===== config.mk =====
export PLATFORM = sky130hd
export DESIGN_NAME = ocd_fifo
export DESIGN_NICKNAME = d
export VERILOG_FILES = /design/src/rtl/core/ocd_pkg.sv /design/src/rtl/core/ocd_fifo.sv
export SDC_FILE = /design/constraint.sdc
export NUM_CORES = 1
export LEC_CHECK = 0
export BUFFER_PORTS_ARGS = -buffer_cell sky130_fd_sc_hd__buf_2
export CAP_MARGIN = 15
export CORE_MARGIN = 5
export CORE_UTILIZATION = 51
export CTS_CLUSTER_SIZE = 24
export DETAILED_ROUTE_END_ITERATION = 7
export GPL_TIMING_DRIVEN = 0
export PLACE_DENSITY = 0.78
export SLEW_MARGIN = 10
export SYNTH_ARGS = -nofsm -noshare
export SYNTH_HDL_FRONTEND = slang
export SYNTH_SLANG_ARGS = --single-unit

===== constraint.sdc =====
create_clock -name i_clk -period 2.6 [get_ports i_clk]
set_input_delay 0.52 -clock i_clk [delete_from_list [all_inputs] [get_ports i_clk]]
set_output_delay 0.52 -clock i_clk [all_outputs]
set_load 0.02 [all_outputs]

===== src/rtl/core/ocd_pkg.sv =====
`timescale 1ns / 1ps

package ocd_pkg;

    localparam int ADDR_BITS_DEF = 16;
    localparam int QUEUE_DEPTH_DEF = 2;
    localparam int INSTR_ADDR_W = 16;

    localparam logic [1:0] LEN_1 = 2'd1;
    localparam logic [1:0] LEN_2 = 2'd2;
    localparam logic [1:0] LEN_3 = 2'd3;

    typedef enum logic [5:0] {
        MN_UNK, MN_ADC, MN_AND, MN_ASL, MN_BCC, MN_BCS, MN_BEQ, MN_BIT, MN_BMI,
        MN_BNE, MN_BPL, MN_BRK, MN_BVC, MN_BVS, MN_CLC, MN_CLD, MN_CLI, MN_CLV,
        MN_CMP, MN_CPX, MN_CPY, MN_DEC, MN_DEX, MN_DEY, MN_EOR, MN_INC, MN_INX,
        MN_INY, MN_JMP, MN_JSR, MN_LDA, MN_LDX, MN_LDY, MN_LSR, MN_NOP, MN_ORA,
        MN_PHA, MN_PHP, MN_PLA, MN_PLP, MN_ROL, MN_ROR, MN_RTI, MN_RTS, MN_SBC,
        MN_SEC, MN_SED, MN_SEI, MN_STA, MN_STX, MN_STY, MN_TAX, MN_TAY, MN_TSX,
        MN_TXA, MN_TXS, MN_TYA
    } t_mnem;

    typedef enum logic [3:0] {
        MD_UNK, MD_IMP, MD_ACC, MD_IMM, MD_ZP, MD_ZPX, MD_ZPY, MD_INX,
        MD_INY, MD_REL, MD_ABS, MD_ABX, MD_ABY, MD_IND
    } t_mode;

    typedef struct packed {
        t_mnem mn;
        t_mode md;
    } t_op_info;

    typedef struct packed {
        logic [INSTR_ADDR_W-1:0] addr;
        logic [7:0]              opcode;
        logic [7:0]              op_lo;
        logic [7:0]              op_hi;
        logic                    trunc;
        logic                    fin;
    } t_instr_rec;

    typedef struct packed {
        logic       push;
        t_instr_rec rec;
    } t_q_wr;

    function automatic t_op_info op_info(input logic [7:0] op);
        t_op_info r;
        r = '{MN_UNK, MD_UNK};
        case (op)
            8'h69: r = '{MN_ADC, MD_IMM};  8'h65: r = '{MN_ADC, MD_ZP};
            8'h75: r = '{MN_ADC, MD_ZPX};  8'h6D: r = '{MN_ADC, MD_ABS};
            8'h7D: r = '{MN_ADC, MD_ABX};  8'h79: r = '{MN_ADC, MD_ABY};
            8'h61: r = '{MN_ADC, MD_INX};  8'h71: r = '{MN_ADC, MD_INY};
            8'h29: r = '{MN_AND, MD_IMM};  8'h25: r = '{MN_AND, MD_ZP};
            8'h35: r = '{MN_AND, MD_ZPX};  8'h2D: r = '{MN_AND, MD_ABS};
            8'h3D: r = '{MN_AND, MD_ABX};  8'h39: r = '{MN_AND, MD_ABY};
            8'h21: r = '{MN_AND, MD_INX};  8'h31: r = '{MN_AND, MD_INY};
            8'hC9: r = '{MN_CMP, MD_IMM};  8'hC5: r = '{MN_CMP, MD_ZP};
            8'hD5: r = '{MN_CMP, MD_ZPX};  8'hCD: r = '{MN_CMP, MD_ABS};
            8'hDD: r = '{MN_CMP, MD_ABX};  8'hD9: r = '{MN_CMP, MD_ABY};
            8'hC1: r = '{MN_CMP, MD_INX};  8'hD1: r = '{MN_CMP, MD_INY};
            8'h49: r = '{MN_EOR, MD_IMM};  8'h45: r = '{MN_EOR, MD_ZP};
            8'h55: r = '{MN_EOR, MD_ZPX};  8'h4D: r = '{MN_EOR, MD_ABS};
            8'h5D: r = '{MN_EOR, MD_ABX};  8'h59: r = '{MN_EOR, MD_ABY};
            8'h41: r = '{MN_EOR, MD_INX};  8'h51: r = '{MN_EOR, MD_INY};
            8'hA9: r = '{MN_LDA, MD_IMM};  8'hA5: r = '{MN_LDA, MD_ZP};
            8'hB5: r = '{MN_LDA, MD_ZPX};  8'hAD: r = '{MN_LDA, MD_ABS};
            8'hBD: r = '{MN_LDA, MD_ABX};  8'hB9: r = '{MN_LDA, MD_ABY};
            8'hA1: r = '{MN_LDA, MD_INX};  8'hB1: r = '{MN_LDA, MD_INY};
            8'h09: r = '{MN_ORA, MD_IMM};  8'h05: r = '{MN_ORA, MD_ZP};
            8'h15: r = '{MN_ORA, MD_ZPX};  8'h0D: r = '{MN_ORA, MD_ABS};
            8'h1D: r = '{MN_ORA, MD_ABX};  8'h19: r = '{MN_ORA, MD_ABY};
            8'h01: r = '{MN_ORA, MD_INX};  8'h11: r = '{MN_ORA, MD_INY};
            8'hE9: r = '{MN_SBC, MD_IMM};  8'hE5: r = '{MN_SBC, MD_ZP};
            8'hF5: r = '{MN_SBC, MD_ZPX};  8'hED: r = '{MN_SBC, MD_ABS};
            8'hFD: r = '{MN_SBC, MD_ABX};  8'hF9: r = '{MN_SBC, MD_ABY};
            8'hE1: r = '{MN_SBC, MD_INX};  8'hF1: r = '{MN_SBC, MD_INY};
            8'h85: r = '{MN_STA, MD_ZP};   8'h95: r = '{MN_STA, MD_ZPX};
            8'h8D: r = '{MN_STA, MD_ABS};  8'h9D: r = '{MN_STA, MD_ABX};
            8'h99: r = '{MN_STA, MD_ABY};  8'h81: r = '{MN_STA, MD_INX};
            8'h91: r = '{MN_STA, MD_INY};
            8'h0A: r = '{MN_ASL, MD_ACC};  8'h06: r = '{MN_ASL, MD_ZP};
            8'h16: r = '{MN_ASL, MD_ZPX};  8'h0E: r = '{MN_ASL, MD_ABS};
            8'h1E: r = '{MN_ASL, MD_ABX};
            8'h4A: r = '{MN_LSR, MD_ACC};  8'h46: r = '{MN_LSR, MD_ZP};
            8'h56: r = '{MN_LSR, MD_ZPX};  8'h4E: r = '{MN_LSR, MD_ABS};
            8'h5E: r = '{MN_LSR, MD_ABX};
            8'h2A: r = '{MN_ROL, MD_ACC};  8'h26: r = '{MN_ROL, MD_ZP};
            8'h36: r = '{MN_ROL, MD_ZPX};  8'h2E: r = '{MN_ROL, MD_ABS};
            8'h3E: r = '{MN_ROL, MD_ABX};
            8'h6A: r = '{MN_ROR, MD_ACC};  8'h66: r = '{MN_ROR, MD_ZP};
            8'h76: r = '{MN_ROR, MD_ZPX};  8'h6E: r = '{MN_ROR, MD_ABS};
            8'h7E: r = '{MN_ROR, MD_ABX};
            8'h24: r = '{MN_BIT, MD_ZP};   8'h2C: r = '{MN_BIT, MD_ABS};
            8'h10: r = '{MN_BPL, MD_REL};  8'h30: r = '{MN_BMI, MD_REL};
            8'h50: r = '{MN_BVC, MD_REL};  8'h70: r = '{MN_BVS, MD_REL};
            8'h90: r = '{MN_BCC, MD_REL};  8'hB0: r = '{MN_BCS, MD_REL};
            8'hD0: r = '{MN_BNE, MD_REL};  8'hF0: r = '{MN_BEQ, MD_REL};
            8'hE0: r = '{MN_CPX, MD_IMM};  8'hE4: r = '{MN_CPX, MD_ZP};
            8'hEC: r = '{MN_CPX, MD_ABS};
            8'hC0: r = '{MN_CPY, MD_IMM};  8'hC4: r = '{MN_CPY, MD_ZP};
            8'hCC: r = '{MN_CPY, MD_ABS};
            8'hC6: r = '{MN_DEC, MD_ZP};   8'hD6: r = '{MN_DEC, MD_ZPX};
            8'hCE: r = '{MN_DEC, MD_ABS};  8'hDE: r = '{MN_DEC, MD_ABX};
            8'hE6: r = '{MN_INC, MD_ZP};   8'hF6: r = '{MN_INC, MD_ZPX};
            8'hEE: r = '{MN_INC, MD_ABS};  8'hFE: r = '{MN_INC, MD_ABX};
            8'h4C: r = '{MN_JMP, MD_ABS};  8'h6C: r = '{MN_JMP, MD_IND};
            8'h20: r = '{MN_JSR, MD_ABS};
            8'hA2: r = '{MN_LDX, MD_IMM};  8'hA6: r = '{MN_LDX, MD_ZP};
            8'hB6: r = '{MN_LDX, MD_ZPY};  8'hAE: r = '{MN_LDX, MD_ABS};
            8'hBE: r = '{MN_LDX, MD_ABY};
            8'hA0: r = '{MN_LDY, MD_IMM};  8'hA4: r = '{MN_LDY, MD_ZP};
            8'hB4: r = '{MN_LDY, MD_ZPX};  8'hAC: r = '{MN_LDY, MD_ABS};
            8'hBC: r = '{MN_LDY, MD_ABX};
            8'h86: r = '{MN_STX, MD_ZP};   8'h96: r = '{MN_STX, MD_ZPY};
            8'h8E: r = '{MN_STX, MD_ABS};
            8'h84: r = '{MN_STY, MD_ZP};   8'h94: r = '{MN_STY, MD_ZPX};
            8'h8C: r = '{MN_STY, MD_ABS};
            8'h00: r = '{MN_BRK, MD_IMP};  8'h18: r = '{MN_CLC, MD_IMP};
            8'hD8: r = '{MN_CLD, MD_IMP};  8'h58: r = '{MN_CLI, MD_IMP};
            8'hB8: r = '{MN_CLV, MD_IMP};  8'hCA: r = '{MN_DEX, MD_IMP};
            8'h88: r = '{MN_DEY, MD_IMP};  8'hE8: r = '{MN_INX, MD_IMP};
            8'hC8: r = '{MN_INY, MD_IMP};  8'hEA: r = '{MN_NOP, MD_IMP};
            8'h48: r = '{MN_PHA, MD_IMP};  8'h08: r = '{MN_PHP, MD_IMP};
            8'h68: r = '{MN_PLA, MD_IMP};  8'h28: r = '{MN_PLP, MD_IMP};
            8'h40: r = '{MN_RTI, MD_IMP};  8'h60: r = '{MN_RTS, MD_IMP};
            8'h38: r = '{MN_SEC, MD_IMP};  8'hF8: r = '{MN_SED, MD_IMP};
            8'h78: r = '{MN_SEI, MD_IMP};  8'hAA: r = '{MN_TAX, MD_IMP};
            8'hA8: r = '{MN_TAY, MD_IMP};  8'hBA: r = '{MN_TSX, MD_IMP};
            8'h8A: r = '{MN_TXA, MD_IMP};  8'h9A: r = '{MN_TXS, MD_IMP};
            8'h98: r = '{MN_TYA, MD_IMP};
            default: r = '{MN_UNK, MD_UNK};
        endcase
        return r;
    endfunction

    function automatic logic [1:0] mode_len(input t_mode md);
        logic [1:0] len;
        if (md inside {MD_UNK, MD_IMP, MD_ACC}) begin
            len = LEN_1;
        end else if (md inside {[MD_IMM:MD_REL]}) begin
            len = LEN_2;
        end else begin
            len = LEN_3;
        end
        return len;
    endfunction

endpackage


===== src/rtl/core/ocd_fifo.sv =====
`timescale 1ns / 1ps

module ocd_fifo
    import ocd_pkg::*;
#(
    parameter int DEPTH = QUEUE_DEPTH_DEF
) (
    input  logic       i_clk,
    input  logic       i_rst_n,
    input  t_q_wr      i_q_wr,
    input  logic       i_pop,
    output logic       o_full,
    output logic       o_nempty,
    output t_instr_rec o_head
);

    localparam int IDX_W = (DEPTH > 1) ? $clog2(DEPTH) : 1;
    localparam int CNT_W = $clog2(DEPTH + 1);
    localparam logic [IDX_W-1:0] LAST = IDX_W'(DEPTH - 1);

    t_instr_rec        r_mem [DEPTH];
    logic [IDX_W-1:0]  r_wr_ptr, r_rd_ptr;
    logic [CNT_W-1:0]  r_count;
    logic              do_push, do_pop;

    assign o_full   = (r_count == CNT_W'(DEPTH));
    assign o_nempty = (r_count != '0);
    assign o_head   = r_mem[r_rd_ptr];
    assign do_push  = i_q_wr.push && !o_full;
    assign do_pop   = i_pop && o_nempty;

    always_ff @(posedge i_clk) begin
        if (do_push) begin
            r_mem[r_wr_ptr] <= i_q_wr.rec;
        end
    end

    always_ff @(posedge i_clk) begin
        if (!i_rst_n) begin
            r_wr_ptr <= '0;
            r_rd_ptr <= '0;
            r_count  <= '0;
        end else begin
            if (do_push) begin
                r_wr_ptr <= (r_wr_ptr == LAST) ? '0 : r_wr_ptr + IDX_W'(1);
            end
            if (do_pop) begin
                r_rd_ptr <= (r_rd_ptr == LAST) ? '0 : r_rd_ptr + IDX_W'(1);
            end
            case ({do_push, do_pop})
                2'b10:   r_count <= r_count + CNT_W'(1);
                2'b01:   r_count <= r_count - CNT_W'(1);
                default: r_count <= r_count;
            endcase
        end
    end

endmodule


# ---- Yosys cells after proc, flatten, opt, wreduce, memory -nomap -nowiden
# Memory sizes are Yosys's and may differ from the RTL's. A register that Yosys moved wholly into a read port is not among the register bits.
# Index checks and enable logic that the tools add are counted.
dict set report classes {
  add_sub_neg 4
  n_mul 0
  div 0
  order_cmp 0
  n_eq_ne 3
  shifts 0
  n_mux 7
  bitwise 0
  reduce_logical 5
}
# cell n
set ops {}
lappend ops {{2-to-1 mux 1 bit} 6}
lappend ops {{== test 2 bit (second input constant)} 2}
lappend ops {{one-hot mux 2 bit (2 select lines)} 1}
lappend ops {{nonzero test 2 bit} 2}
lappend ops {{adder 1 bit (second input constant)} 2}
lappend ops {{adder 2 x 1 -> 2 bit (second input constant)} 1}
lappend ops {{== test 2 x 1 -> 1 bit (second input constant)} 1}
lappend ops {{logical AND 1 bit} 2}
lappend ops {{subtractor 2 x 1 -> 2 bit (second input constant)} 1}
lappend ops {{logical NOT 1 bit} 1}
dict set report totals {
  regBits 4
  latch_bits 0
  ram_bits 84
  mem_bits_ro 0
  in_bits 46
  mem_count 1
}
# memory depth word_bits read_ports rd_ports_with_merged_regs wr line
set memory_table {}
lappend memory_table {r_mem 2 42 1 1 1 ocd_fifo.sv:21} ;# t_instr_rec r_mem [DEPTH];

# ---- Longest topological paths before layout
dict set report logic_depth {
  depth_word 5
  ltp_mapped 6
  depth_no_buf 6
}

# ---- Worst setup path before layout
# No wires, ideal clock.
dict set report synth_path {
  path_kind {reg2reg}
  start {register r_count[0]}
  end {memory r_mem[0][0] (netlist name) (enable)}
  t_arrival_ns 1.765
  slack_ns 0.439
  stages_incl_launch_ff 5
  period_less_slack_ns 2.161
  cell_sequence {dfxtp_1 -> nand2b_2 -> inv_2 -> or3_1 -> inv_1}
}
dict set report synth_via {
  elab_chain_len 5
}
# element line
set synth_lines {}
lappend synth_lines {{start, declared} ocd_fifo.sv:23} ;# logic [CNT_W-1:0] r_count;
lappend synth_lines {{start signal, assigned} ocd_fifo.sv:51} ;# 2'b10: r_count <= r_count + CNT_W'(1);
lappend synth_lines {{start signal, assigned} ocd_fifo.sv:52} ;# 2'b01: r_count <= r_count - CNT_W'(1);
lappend synth_lines {{start signal, assigned} ocd_fifo.sv:53} ;# default: r_count <= r_count;
lappend synth_lines {{== test 2 bit} ocd_fifo.sv:26} ;# assign o_full = (r_count == CNT_W'(DEPTH));
lappend synth_lines {{named net o_full} ocd_fifo.sv:12} ;# output logic o_full,
lappend synth_lines {{logical NOT 1 bit} ocd_fifo.sv:29} ;# assign do_push = i_q_wr.push && !o_full;
lappend synth_lines {{logical AND 1 bit} ocd_fifo.sv:29}
lappend synth_lines {{2-to-1 mux 1 bit} ocd_fifo.sv:33} ;# if (do_push) begin
lappend synth_lines {{2-to-1 mux 1 bit (not written as such)} ocd_fifo.sv:34} ;# r_mem[r_wr_ptr] <= i_q_wr.rec;
lappend synth_lines {{end, declared} ocd_fifo.sv:21}
# The timed path passes the listed nets, and every way through them passes these cells.

==> run metrics <==
wire per inst=16.06 um; CTS resizes=0; Worst setup EP type=output port; First DRT Iteration DRCs=89; Routed WL=5.461 mm; gpl congestion=around 0.66; Hold Crit Class=in -> reg; syn nets=slightly above 200; Post-CTS Setup Inserts=0; Root Driver=clkbuf_8; ranking of synthesized cells by area=edfxtp_1, mux2_2, dfxtp_1; CP top delay family=buffers and inverters; Synth async-reset ratio=0%; part of the cycle the worst path needs=87.09%; max-cap violation count=0; vias per cell=5.018; cells after synthesis=157; CTS tree=built; Commonest cells post-synth=edfxtp_1, mux2_2, dfxtp_1; antenna violations before repair=0; Slew Limit Fails=0; CP Data Required Time=2.08 ns; row cnt=29; count of final setup violators=0; Most used DFF post-synth=edfxtp_1; Worst Setup Path Type=reg -> out; htree depth=3; total track usage=between 10 and 15%; Post-synth EDFFs=84; status=finished clean; number of hold buffers added after CTS=0; Slew Limit Headroom=76.69%; CP max stage cell=mux2_2; Cell variety after synth=19; total power=3901 uW; final core utilization=63.62%; Final nets=306; share of layout cells above drive strength 1=58.56%; CTS Buffer Depth=2; number of global-route vias before repair=1854; pwr/cell area=976.8 nW/um^2; CP bufs+invs=3; worst-path maximum fanout=10; CTS buffer count=9; Seq cells post-synth=89; Max Clock Freq=441.6 MHz; worst clock skew=0.004540 ns; total global routing overflow=0; unrepaired setup endpoints after global routing=no; DP Cell Count=between 300 and 400; largest net degree at the start of global routing=31; Starting Density=51.90%; CTS clk-pin slew, worst paths=0.08 ns; Non-Filler Instances=340; crit-path cells=clkbuf_1, buf_2, mux2_2, buf_2; n_diodes=0; core area=6277 sq um; Slew @ Worst Pin=around 0.35 ns; Synth Cell Area=3258 sq um; share of the synthesized area in the top cell type=between 70 and 80%; Final Hold Fails=0; most common cell in the synthesized netlist=edfxtp_1; minimum clock period=~2.3 ns; ANT nets after route=0; sequential area share after synthesis=80.49%; post-DP HPWL=roughly 3.8 mm; Arrival @ worst endpoint=1.74 ns; first-pass GRT wire length=8.921 mm; cell repeated most along the worst path=buf_2; Top-Level Pins=90; CP startpoint kind=flop; full die area=8087 sq um; Pre-antenna DRT Iters=4; Skew-Pair Late Insertion Delay=about 0.33 ns; synth warn=0; CTS sink count=89; P_leak=0.001513 uW; residual DRC count=0; worst vdd ir=506.6 uV; crit-path max cell delay=approximately 0.37 ns; Avg Cell Area, Syn=20.75 sq um; area grow syn2layout=22.58%; Vias=1706; post-synthesis cell type with the largest combined area=edfxtp_1; PortBufs=89; Die X=89.93 um; Die Y=89.93 um
==> area by class of cell <==
cell class	instances	area, sq um
Inverter	3	11.26
Timing Repair Buffer	91	485.5
Clock inverter	4	21.27
Clock buffer	11	131.4
Tap cell	77	96.34
Sequential cell	89	2623
Fill cell	480	2283
Buffer	5	23.77
Multi-Input combinational cell	60	601.8
==> worst paths after layout <==
kind / cells past startpoint / start / end / slack (ns)
setup / recovery: 4 / flop / o_head[10] / 0.34
hold reg to reg: 2 / r_wr_ptr / r_wr_ptr / 0.50
setup reg to reg: 5 / r_count[0] / r_mem[0][32] / 0.77
hold / removal: 1 / i_q_wr[38] / r_mem[1][38] / 0.37
==> stage by stage <==
step	setup slack (ns)	cell area [sq um]	hold WS [ns]	TNS (ns)
4_1_cts	0.2784	3994	0.3506	0
3_5_place_dp	0.6576	3841	0.4937	0
3_3_place_gp	-0.08889	3800	0.4667	-3.602
6_report	0.3357	3994	0.3687	0
2_1_floorplan	0.4387	3258	0.4570	0
5_1_grt	0.2120	3994	0.3411	0
==> power breakdown <==
group / internal (uW) / leakage [uW] / switching [uW] / total [uW]
Combinational: 531 / 0.000609 / 740 / 1270
Sequential: 1810 / 0.000827 / 58.0 / 1870
Clock: 336 / 0.0000766 / 427 / 764
==> metal layers <==
| metal | vias to the layer above | track usage (%) | share of wire (%) |
|---|---|---|---|
| met2 | 59 | 23.11 | 49 |
| met1 | 824 | 17.06 | 43 |
| met4 | 0 | 5.955 | 1.7 |
| met5 | - | 0 | 0 |
| met3 | 12 | 4.174 | 6.3 |
| li1 | 811 | - | - |
==> cells by family (layout without fill, tap and decap cells) <==
group / Yosys count / in the layout / share of synthesized area, %
XOR/XNOR: 3 / 3 / 0.8066
AND/OR/NAND/NOR: 9 / 9 / 1.728
multiplexers: 42 / 42 / 14.52
buffers and inverters: 8 / 114 / 1.075
flip-flops: 89 / 89 / 80.49
AO/OA/AOI/OAI: 5 / 5 / 0.9984
adder cells (fa/ha/maj): 1 / 1 / 0.3840
==> placed cells by master (no fill, tap or decap), types with 2 or more instances in the layout <==
cell,count
edfxtp_1,84
clkinv_2,2
buf_12,2
clkbuf_8,9
a21boi_1,2
buf_2,93
mux2_2,42
inv_2,2
or3_1,2
clkbuf_1,3
xnor2_1,3
nor2b_1,2
dfxtp_1,5
o21ai_0,2
==> sequential cells by signal (all words and copies together), names as in the netlist, named ones only <==
register / cells
r_mem: 84
r_count: 2
r_wr_ptr: 1
r_rd_ptr: 1
Power figures use the tool's default switching activity.
