### config.mk
export PLATFORM = sky130hd
export DESIGN_NAME = ocd_back
export DESIGN_NICKNAME = d
export VERILOG_FILES = /design/src/rtl/core/ocd_pkg.sv /design/src/rtl/core/ocd_back.sv
export SDC_FILE = /design/constraint.sdc
export NUM_CORES = 1
export LEC_CHECK = 0
export BUFFER_PORTS_ARGS = -buffer_cell sky130_fd_sc_hd__buf_2
export CAP_MARGIN = 20
export CELL_PAD_IN_SITES_DETAIL_PLACEMENT = 1
export CELL_PAD_IN_SITES_GLOBAL_PLACEMENT = 1
export CORE_MARGIN = 2
export CORE_UTILIZATION = 42
export DETAILED_ROUTE_END_ITERATION = 7
export GPL_TIMING_DRIVEN = 0
export PLACE_DENSITY = 0.95
export SYNTH_ARGS = -nofsm -noshare
export SYNTH_HDL_FRONTEND = slang
export SYNTH_SLANG_ARGS = --single-unit
### constraint.sdc
create_clock -name i_clk -period 15.4 [get_ports i_clk]
set_clock_uncertainty 0.1 [all_clocks]
set_input_delay 0.77 -clock i_clk [delete_from_list [all_inputs] [get_ports i_clk]]
set_output_delay 0.77 -clock i_clk [all_outputs]
set_load 0.005 [all_outputs]
### src/rtl/core/ocd_pkg.sv
`timescale 1ns / 1ps

package ocd_pkg;

    localparam int ADDR_BITS_DEF = 16;
    localparam int QUEUE_DEPTH_DEF = 2;
    localparam int INSTR_ADDR_W = 16;

    localparam logic [1:0] LEN_1 = 2'd1;
    localparam logic [1:0] LEN_2 = 2'd2;
    localparam logic [1:0] LEN_3 = 2'd3;

    typedef enum logic [5:0] {
        MN_UNK, MN_ADC, MN_AND, MN_ASL, MN_BCC, MN_BCS, MN_BEQ, MN_BIT, MN_BMI,
        MN_BNE, MN_BPL, MN_BRK, MN_BVC, MN_BVS, MN_CLC, MN_CLD, MN_CLI, MN_CLV,
        MN_CMP, MN_CPX, MN_CPY, MN_DEC, MN_DEX, MN_DEY, MN_EOR, MN_INC, MN_INX,
        MN_INY, MN_JMP, MN_JSR, MN_LDA, MN_LDX, MN_LDY, MN_LSR, MN_NOP, MN_ORA,
        MN_PHA, MN_PHP, MN_PLA, MN_PLP, MN_ROL, MN_ROR, MN_RTI, MN_RTS, MN_SBC,
        MN_SEC, MN_SED, MN_SEI, MN_STA, MN_STX, MN_STY, MN_TAX, MN_TAY, MN_TSX,
        MN_TXA, MN_TXS, MN_TYA
    } t_mnem;

    typedef enum logic [3:0] {
        MD_UNK, MD_IMP, MD_ACC, MD_IMM, MD_ZP, MD_ZPX, MD_ZPY, MD_INX,
        MD_INY, MD_REL, MD_ABS, MD_ABX, MD_ABY, MD_IND
    } t_mode;

    typedef struct packed {
        t_mnem mn;
        t_mode md;
    } t_op_info;

    typedef struct packed {
        logic [INSTR_ADDR_W-1:0] addr;
        logic [7:0]              opcode;
        logic [7:0]              op_lo;
        logic [7:0]              op_hi;
        logic                    trunc;
        logic                    fin;
    } t_instr_rec;

    typedef struct packed {
        logic       push;
        t_instr_rec rec;
    } t_q_wr;

    function automatic t_op_info op_info(input logic [7:0] op);
        t_op_info r;
        r = '{MN_UNK, MD_UNK};
        case (op)
            8'h69: r = '{MN_ADC, MD_IMM};  8'h65: r = '{MN_ADC, MD_ZP};
            8'h75: r = '{MN_ADC, MD_ZPX};  8'h6D: r = '{MN_ADC, MD_ABS};
            8'h7D: r = '{MN_ADC, MD_ABX};  8'h79: r = '{MN_ADC, MD_ABY};
            8'h61: r = '{MN_ADC, MD_INX};  8'h71: r = '{MN_ADC, MD_INY};
            8'h29: r = '{MN_AND, MD_IMM};  8'h25: r = '{MN_AND, MD_ZP};
            8'h35: r = '{MN_AND, MD_ZPX};  8'h2D: r = '{MN_AND, MD_ABS};
            8'h3D: r = '{MN_AND, MD_ABX};  8'h39: r = '{MN_AND, MD_ABY};
            8'h21: r = '{MN_AND, MD_INX};  8'h31: r = '{MN_AND, MD_INY};
            8'hC9: r = '{MN_CMP, MD_IMM};  8'hC5: r = '{MN_CMP, MD_ZP};
            8'hD5: r = '{MN_CMP, MD_ZPX};  8'hCD: r = '{MN_CMP, MD_ABS};
            8'hDD: r = '{MN_CMP, MD_ABX};  8'hD9: r = '{MN_CMP, MD_ABY};
            8'hC1: r = '{MN_CMP, MD_INX};  8'hD1: r = '{MN_CMP, MD_INY};
            8'h49: r = '{MN_EOR, MD_IMM};  8'h45: r = '{MN_EOR, MD_ZP};
            8'h55: r = '{MN_EOR, MD_ZPX};  8'h4D: r = '{MN_EOR, MD_ABS};
            8'h5D: r = '{MN_EOR, MD_ABX};  8'h59: r = '{MN_EOR, MD_ABY};
            8'h41: r = '{MN_EOR, MD_INX};  8'h51: r = '{MN_EOR, MD_INY};
            8'hA9: r = '{MN_LDA, MD_IMM};  8'hA5: r = '{MN_LDA, MD_ZP};
            8'hB5: r = '{MN_LDA, MD_ZPX};  8'hAD: r = '{MN_LDA, MD_ABS};
            8'hBD: r = '{MN_LDA, MD_ABX};  8'hB9: r = '{MN_LDA, MD_ABY};
            8'hA1: r = '{MN_LDA, MD_INX};  8'hB1: r = '{MN_LDA, MD_INY};
            8'h09: r = '{MN_ORA, MD_IMM};  8'h05: r = '{MN_ORA, MD_ZP};
            8'h15: r = '{MN_ORA, MD_ZPX};  8'h0D: r = '{MN_ORA, MD_ABS};
            8'h1D: r = '{MN_ORA, MD_ABX};  8'h19: r = '{MN_ORA, MD_ABY};
            8'h01: r = '{MN_ORA, MD_INX};  8'h11: r = '{MN_ORA, MD_INY};
            8'hE9: r = '{MN_SBC, MD_IMM};  8'hE5: r = '{MN_SBC, MD_ZP};
            8'hF5: r = '{MN_SBC, MD_ZPX};  8'hED: r = '{MN_SBC, MD_ABS};
            8'hFD: r = '{MN_SBC, MD_ABX};  8'hF9: r = '{MN_SBC, MD_ABY};
            8'hE1: r = '{MN_SBC, MD_INX};  8'hF1: r = '{MN_SBC, MD_INY};
            8'h85: r = '{MN_STA, MD_ZP};   8'h95: r = '{MN_STA, MD_ZPX};
            8'h8D: r = '{MN_STA, MD_ABS};  8'h9D: r = '{MN_STA, MD_ABX};
            8'h99: r = '{MN_STA, MD_ABY};  8'h81: r = '{MN_STA, MD_INX};
            8'h91: r = '{MN_STA, MD_INY};
            8'h0A: r = '{MN_ASL, MD_ACC};  8'h06: r = '{MN_ASL, MD_ZP};
            8'h16: r = '{MN_ASL, MD_ZPX};  8'h0E: r = '{MN_ASL, MD_ABS};
            8'h1E: r = '{MN_ASL, MD_ABX};
            8'h4A: r = '{MN_LSR, MD_ACC};  8'h46: r = '{MN_LSR, MD_ZP};
            8'h56: r = '{MN_LSR, MD_ZPX};  8'h4E: r = '{MN_LSR, MD_ABS};
            8'h5E: r = '{MN_LSR, MD_ABX};
            8'h2A: r = '{MN_ROL, MD_ACC};  8'h26: r = '{MN_ROL, MD_ZP};
            8'h36: r = '{MN_ROL, MD_ZPX};  8'h2E: r = '{MN_ROL, MD_ABS};
            8'h3E: r = '{MN_ROL, MD_ABX};
            8'h6A: r = '{MN_ROR, MD_ACC};  8'h66: r = '{MN_ROR, MD_ZP};
            8'h76: r = '{MN_ROR, MD_ZPX};  8'h6E: r = '{MN_ROR, MD_ABS};
            8'h7E: r = '{MN_ROR, MD_ABX};
            8'h24: r = '{MN_BIT, MD_ZP};   8'h2C: r = '{MN_BIT, MD_ABS};
            8'h10: r = '{MN_BPL, MD_REL};  8'h30: r = '{MN_BMI, MD_REL};
            8'h50: r = '{MN_BVC, MD_REL};  8'h70: r = '{MN_BVS, MD_REL};
            8'h90: r = '{MN_BCC, MD_REL};  8'hB0: r = '{MN_BCS, MD_REL};
            8'hD0: r = '{MN_BNE, MD_REL};  8'hF0: r = '{MN_BEQ, MD_REL};
            8'hE0: r = '{MN_CPX, MD_IMM};  8'hE4: r = '{MN_CPX, MD_ZP};
            8'hEC: r = '{MN_CPX, MD_ABS};
            8'hC0: r = '{MN_CPY, MD_IMM};  8'hC4: r = '{MN_CPY, MD_ZP};
            8'hCC: r = '{MN_CPY, MD_ABS};
            8'hC6: r = '{MN_DEC, MD_ZP};   8'hD6: r = '{MN_DEC, MD_ZPX};
            8'hCE: r = '{MN_DEC, MD_ABS};  8'hDE: r = '{MN_DEC, MD_ABX};
            8'hE6: r = '{MN_INC, MD_ZP};   8'hF6: r = '{MN_INC, MD_ZPX};
            8'hEE: r = '{MN_INC, MD_ABS};  8'hFE: r = '{MN_INC, MD_ABX};
            8'h4C: r = '{MN_JMP, MD_ABS};  8'h6C: r = '{MN_JMP, MD_IND};
            8'h20: r = '{MN_JSR, MD_ABS};
            8'hA2: r = '{MN_LDX, MD_IMM};  8'hA6: r = '{MN_LDX, MD_ZP};
            8'hB6: r = '{MN_LDX, MD_ZPY};  8'hAE: r = '{MN_LDX, MD_ABS};
            8'hBE: r = '{MN_LDX, MD_ABY};
            8'hA0: r = '{MN_LDY, MD_IMM};  8'hA4: r = '{MN_LDY, MD_ZP};
            8'hB4: r = '{MN_LDY, MD_ZPX};  8'hAC: r = '{MN_LDY, MD_ABS};
            8'hBC: r = '{MN_LDY, MD_ABX};
            8'h86: r = '{MN_STX, MD_ZP};   8'h96: r = '{MN_STX, MD_ZPY};
            8'h8E: r = '{MN_STX, MD_ABS};
            8'h84: r = '{MN_STY, MD_ZP};   8'h94: r = '{MN_STY, MD_ZPX};
            8'h8C: r = '{MN_STY, MD_ABS};
            8'h00: r = '{MN_BRK, MD_IMP};  8'h18: r = '{MN_CLC, MD_IMP};
            8'hD8: r = '{MN_CLD, MD_IMP};  8'h58: r = '{MN_CLI, MD_IMP};
            8'hB8: r = '{MN_CLV, MD_IMP};  8'hCA: r = '{MN_DEX, MD_IMP};
            8'h88: r = '{MN_DEY, MD_IMP};  8'hE8: r = '{MN_INX, MD_IMP};
            8'hC8: r = '{MN_INY, MD_IMP};  8'hEA: r = '{MN_NOP, MD_IMP};
            8'h48: r = '{MN_PHA, MD_IMP};  8'h08: r = '{MN_PHP, MD_IMP};
            8'h68: r = '{MN_PLA, MD_IMP};  8'h28: r = '{MN_PLP, MD_IMP};
            8'h40: r = '{MN_RTI, MD_IMP};  8'h60: r = '{MN_RTS, MD_IMP};
            8'h38: r = '{MN_SEC, MD_IMP};  8'hF8: r = '{MN_SED, MD_IMP};
            8'h78: r = '{MN_SEI, MD_IMP};  8'hAA: r = '{MN_TAX, MD_IMP};
            8'hA8: r = '{MN_TAY, MD_IMP};  8'hBA: r = '{MN_TSX, MD_IMP};
            8'h8A: r = '{MN_TXA, MD_IMP};  8'h9A: r = '{MN_TXS, MD_IMP};
            8'h98: r = '{MN_TYA, MD_IMP};
            default: r = '{MN_UNK, MD_UNK};
        endcase
        return r;
    endfunction

    function automatic logic [1:0] mode_len(input t_mode md);
        logic [1:0] len;
        if (md inside {MD_UNK, MD_IMP, MD_ACC}) begin
            len = LEN_1;
        end else if (md inside {[MD_IMM:MD_REL]}) begin
            len = LEN_2;
        end else begin
            len = LEN_3;
        end
        return len;
    endfunction

endpackage

### src/rtl/core/ocd_back.sv
`timescale 1ns / 1ps

module ocd_back
    import ocd_pkg::*;
(
    input  logic        i_clk,
    input  logic        i_rst_n,
    input  logic        i_q_nempty,
    input  t_instr_rec  i_head,
    output logic        o_pop,
    output logic        o_out_valid,
    input  logic        i_out_stall,
    output logic [15:0] o_instr_address,
    output logic [7:0]  o_opcode_value,
    output logic [5:0]  o_mnemonic_code,
    output logic [3:0]  o_address_mode,
    output logic [1:0]  o_instr_length,
    output logic [7:0]  o_operand_low,
    output logic [7:0]  o_operand_high,
    output logic        o_truncated,
    output logic        o_final_result
);

    logic        r_valid;
    logic [15:0] r_addr;
    logic [7:0]  r_opcode;
    t_op_info    r_info;
    logic [1:0]  r_len;
    logic [7:0]  r_lo, r_hi;
    logic        r_trunc, r_fin;
    t_op_info    head_info;

    assign head_info = op_info(i_head.opcode);
    assign o_pop     = i_q_nempty && (!r_valid || !i_out_stall);

    always_ff @(posedge i_clk) begin
        if (!i_rst_n) begin
            r_valid <= 1'b0;
        end else if (o_pop) begin
            r_valid <= 1'b1;
        end else if (!i_out_stall) begin
            r_valid <= 1'b0;
        end
    end

    // result register, loaded on each queue transfer
    always_ff @(posedge i_clk) begin
        if (o_pop) begin
            r_addr   <= i_head.addr;
            r_opcode <= i_head.opcode;
            r_info   <= head_info;
            r_len    <= mode_len(head_info.md);
            r_lo     <= i_head.op_lo;
            r_hi     <= i_head.op_hi;
            r_trunc  <= i_head.trunc;
            r_fin    <= i_head.fin;
        end
    end

    assign o_out_valid     = r_valid;
    assign o_instr_address = r_addr;
    assign o_opcode_value  = r_opcode;
    assign o_mnemonic_code = r_info.mn;
    assign o_address_mode  = r_info.md;
    assign o_instr_length  = r_len;
    assign o_operand_low   = r_lo;
    assign o_operand_high  = r_hi;
    assign o_truncated     = r_trunc;
    assign o_final_result  = r_fin;

endmodule

After elaboration in Yosys (flattened, before gate mapping)
Memory sizes are Yosys's and may differ from the RTL's.
Index checks and enable logic that the tools add are counted.

word-level totals
  memory bits (read-only) = 2,560
  memories = 1
  register bits = 55
  logic and storage cells = 26
  output and inout port bits = 56

cells by class
  magnitude comparators = 2
  eq/ne operators = 3
  mux-type cells = 3
  reduce and logical (&&, ||, !) cells = 7

memory list
  name              depth  width  rd ports  clocked after Yosys merged registers in  wr ports  line           text
  (name not given)  256    10     1         0                                        0         ocd_pkg.sv:50  case (op)

operators by type and width
  operator                                                            count
  equality test 4 x 1 -> 1 bit (second input constant)                1
  equality test 4 x 2 -> 1 bit (second input constant)                1
  greater-or-equal comparator 4 x 2 -> 1 bit (second input constant)  1
  less-or-equal comparator 4 bit (second input constant)              1
  logical NOT 4 bit                                                   1
  two-way mux 1 bit                                                   3
  nonzero test 3 bit                                                  1
  logical AND 1 bit                                                   2
  logical NOT 1 bit                                                   2
  inequality test 2 bit (second input constant)                       1
  logical OR 1 bit                                                    1

Logic depth before layout (Yosys ltp)
  depth after elaboration = 4
  mapped depth = 10
  mapped depth without buffers = 8

Worst setup path after synthesis
Ideal clock, no wire load.

  path kind = in2out
  start point = in i_q_nempty
  end point = out o_pop
  data required time = 14,530 ps
  cell stages on the path = 1
  buffers on the path = 0
  arrival time = 4,830 ps
  slack = 9,700 ps
  path through = a21boi_0

on the way
  cells in the longest elaborated chain, start to end = 1

RTL lines
  item               line            text
  start, declared    ocd_back.sv:8   input logic i_q_nempty,
  logical AND 1 bit  ocd_back.sv:34  assign o_pop = i_q_nempty && (!r_valid || !i_out_stall);
  end, declared      ocd_back.sv:10  output logic o_pop,

No other way between the ends.

==> reports/qor.csv <==
metric,value,unit
syn_avg_cell_area,10.0,um^2
slew_violations,0,
synth_common_cells,"edfxtp_1, nor2_1, nand2_1, o21ai_0, a21oi_1",
grt_pass1_wl,19400,um
hold_violations,0,
dieArea,0.00882,mm^2
initial_core_util,43.7,%
cpMaxStageDelayCell,a311oi_1,
syn_to_final_growth,22.2,%
drcViolationCount,0,
synth_seq_cells,55,
syn_nets,388,
place_ws,11.73,ns
cts_root_buf,clkbuf_8,
port_buffers,101,
synth-xor-area-share,0.516,%
fillCellCount,933,
ctsResizeCount,0,
layout.nets,497,
grtUsageTotal,29.1,%
globalRouteOverflowTotal,0,
critical_path_buf_inv_count,4,
synth_largest_area_cell,edfxtp_1,
die_x,93.9,um
crit_type,in -> reg,
fmax,0.291,GHz
clkSinkCount,55,
required,15.31,ns
ys_warn_count,0,
drive_gt1_share,31.7,%
p_switching,0.104,mW
p_sw_share,30.2,%
insertedDiodeCount,0,
synth_top_family_by_area,compound AO/OA/AOI/OAI gates,
synth-adder-area-share,1.47,%
cts_setup_buffers,0,
clock_latency,0.31,ns
dr_total_vias,3500,
p_total,0.345,mW
hold_ws,0.488,ns
synthDominantCellAreaShare,47.8,%
cts_max_level,2,
drt_iter0_drc,386,
synth_ff_type,edfxtp_1,
tightest_slew,0.848,ns
drtAntennaViolNets,0,
crit_top_cell,buf_2,
end_kind,flip-flop,
setup_ws,11.97,ns
reg2reg_depth,2,
holdCritPathClass,reg -> reg,
io_pins,102,
synth_compound_area_share,24.5,%
cts.reportedPaths.clkPinSlew,0.09,ns
fp-row-count,32,
maxCapViolations,0,
crit_chain,buf_2 > buf_2 > inv_1 > ha_1 > clkbuf_1 > and2_1 > a211o_1 > a311oi_1 > o21ai_1 > a22oi_1 > a41oi_1,
setup_viol,0,
grt_max_degree,33,
crit_cells,11,
setup_tns,0,ns
status,"complete, no violations",
synth_edf_count,54,
cts_tree,yes,
dpl.hpwl,9630,um
critPathMaxStageDelay,0.39,ns
timing.final.crit_period,3.43,ns
wl_per_cell,23.0,um
powerDensity,83.1,mW/mm^2
cp.arrival,3.35,ns
vdd_drop_max,35.0,uV
gp_congestion,0.965,
synth-simple-area-share,15.8,%
synthTopCellsByArea,"edfxtp_1, o21ai_0, a21oi_1, nor2_1, nand2_1",
p_seq_share,52.0,%
grt_pass1_vias,3420,
p_clk_share,23.3,%
post_synth_num_cell_types,65,
slew_headroom,43.3,%
firstDrtPassIters,6,
syn-cell-area,0.00340,mm^2
wirelength,12600,um
fin_crit_sh,22.3,%
ctsHoldBuffers,0,
p_int,0.241,mW
clock_path_buffers,2,
drt-vias-per-instance,6.36,
startpoint_type,input pin,
yosysMostFrequentCell,edfxtp_1,
crit_family,compound AO/OA/AOI/OAI gates,
antenna_found_initial,1,
numCtsBuffers,5,
coreArea,0.00777,mm^2
comb_power_share,24.7,%
p_leak,1.65,nW
synth.area.mux_share,3.10,%
die_h,93.9,um
syn-instance-count,338,
ys_seq_area_share,48.3,%
holdPathStages,2,
rsz0062_at_grt,false,
async_flop_share,0,%
path_max_fanout,10,
==> area by class of cell <==
cell class              instances  area [um^2]  area share, %
plain buffers                  32          171           4.13
inverters                      11         41.3          0.995
multi-input cells             240         1550           37.4
flip-flops and latches         55         1640           39.6
clock buffers                   5         68.8           1.66
clock inverters                 3         20.0          0.483
well taps                     102          128           3.08
repair buffers                102          526           12.7
==> metrics by stage <==
step | instance area, um^2 | utilization [%] | instances
finish | 4150 | 53.4 | 550
global placement | 4030 | 51.9 | 541
CTS | 4150 | 53.4 | 550
floorplan | 3400 | - | 338
global route | 4150 | 53.4 | 550
detailed placement | 4060 | 52.3 | 542
==> worst paths after layout <==
path / start / to / slack (ns)
max reg2reg: o_out_valid$_SDFFE_PN0P_ / o_instr_address[6]$_DFFE_PP_ / 13.65
max: i_head[19] / o_mnemonic_code[0]$_DFFE_PP_ / 11.97
min reg2reg: o_out_valid$_SDFFE_PN0P_ / o_out_valid$_SDFFE_PN0P_ / 0.49
min: o_out_valid$_SDFFE_PN0P_ / o_out_valid$_SDFFE_PN0P_ / 0.49
==> worst register-to-register path: stages (launching register included) <==
cell and delay (ns):
dfxtp_1 0.35, a21boi_4 0.69, buf_12 0.29
==> layer usage <==
layer | track usage, % | wire (um) | up-vias
met2 | 49.2 | 6060 | 243
li1 | - | - | 1507
met3 | 5.22 | 1280 | 31
met1 | 38.2 | 5050 | 1719
met5 | 0 | 0 | -
met4 | 7.85 | 251 | 0
==> layout by cell type (no fill, tap or decap), drive strengths merged, types with 2 or more instances in the layout <==
cell type and count:
nor2 28, o221ai 5, a31o 2, o311ai 2
nand4 3, o21ai 26, a32oi 3, a221oi 3
nand2b 14, a211oi 10, mux2 4, o211ai 5
buf 123, and2 3, clkbuf 16, o221a 2
nor2b 12, a22oi 3, ha 4, o311a 2
a41oi 3, mux2i 6, clkinv 3, a221o 2
nand3 7, o22ai 6, nor3 7, a2111oi 2
inv 10, o22a 2, a31oi 5, a211o 3
or2 2, nand2 25, a21oi 24, edfxtp 54
==> state kept, by name, indices dropped and copies added (netlist names) <==
| register | flops |
|---|---|
| o_operand_high | 8 |
| o_final_result | 1 |
| o_address_mode | 4 |
| o_instr_length | 2 |
| o_operand_low | 8 |
| o_truncated | 1 |
| o_opcode_value | 8 |
| o_mnemonic_code | 6 |
| o_instr_address | 16 |
| o_out_valid | 1 |
==> kinds of logic (layout without fill, tap and decap cells) <==
kind of cell / count (synthesis) / after routing
flops: 55 / 55
xor+xnor: 2 / 2
fa+ha+maj: 4 / 4
simple gates: 105 / 105
mux: 10 / 10
compound gates: 119 / 119
buf+inv: 43 / 153
==> power groups by stage <==
stage / Combinational [mW] / Sequential (mW) / Clock, mW
6_report: 0.0850 / 0.179 / 0.0804
5_1_grt: 0.0919 / 0.180 / 0.0862
4_1_cts: 0.0834 / 0.179 / 0.0806
3_5_place_dp: 0.0832 / 0.183 / 0
3_3_place_gp: 0.0786 / 0.184 / 0
2_1_floorplan: 0.0454 / 0.185 / 0
Note: power is estimated with default switching activity, not from simulation.
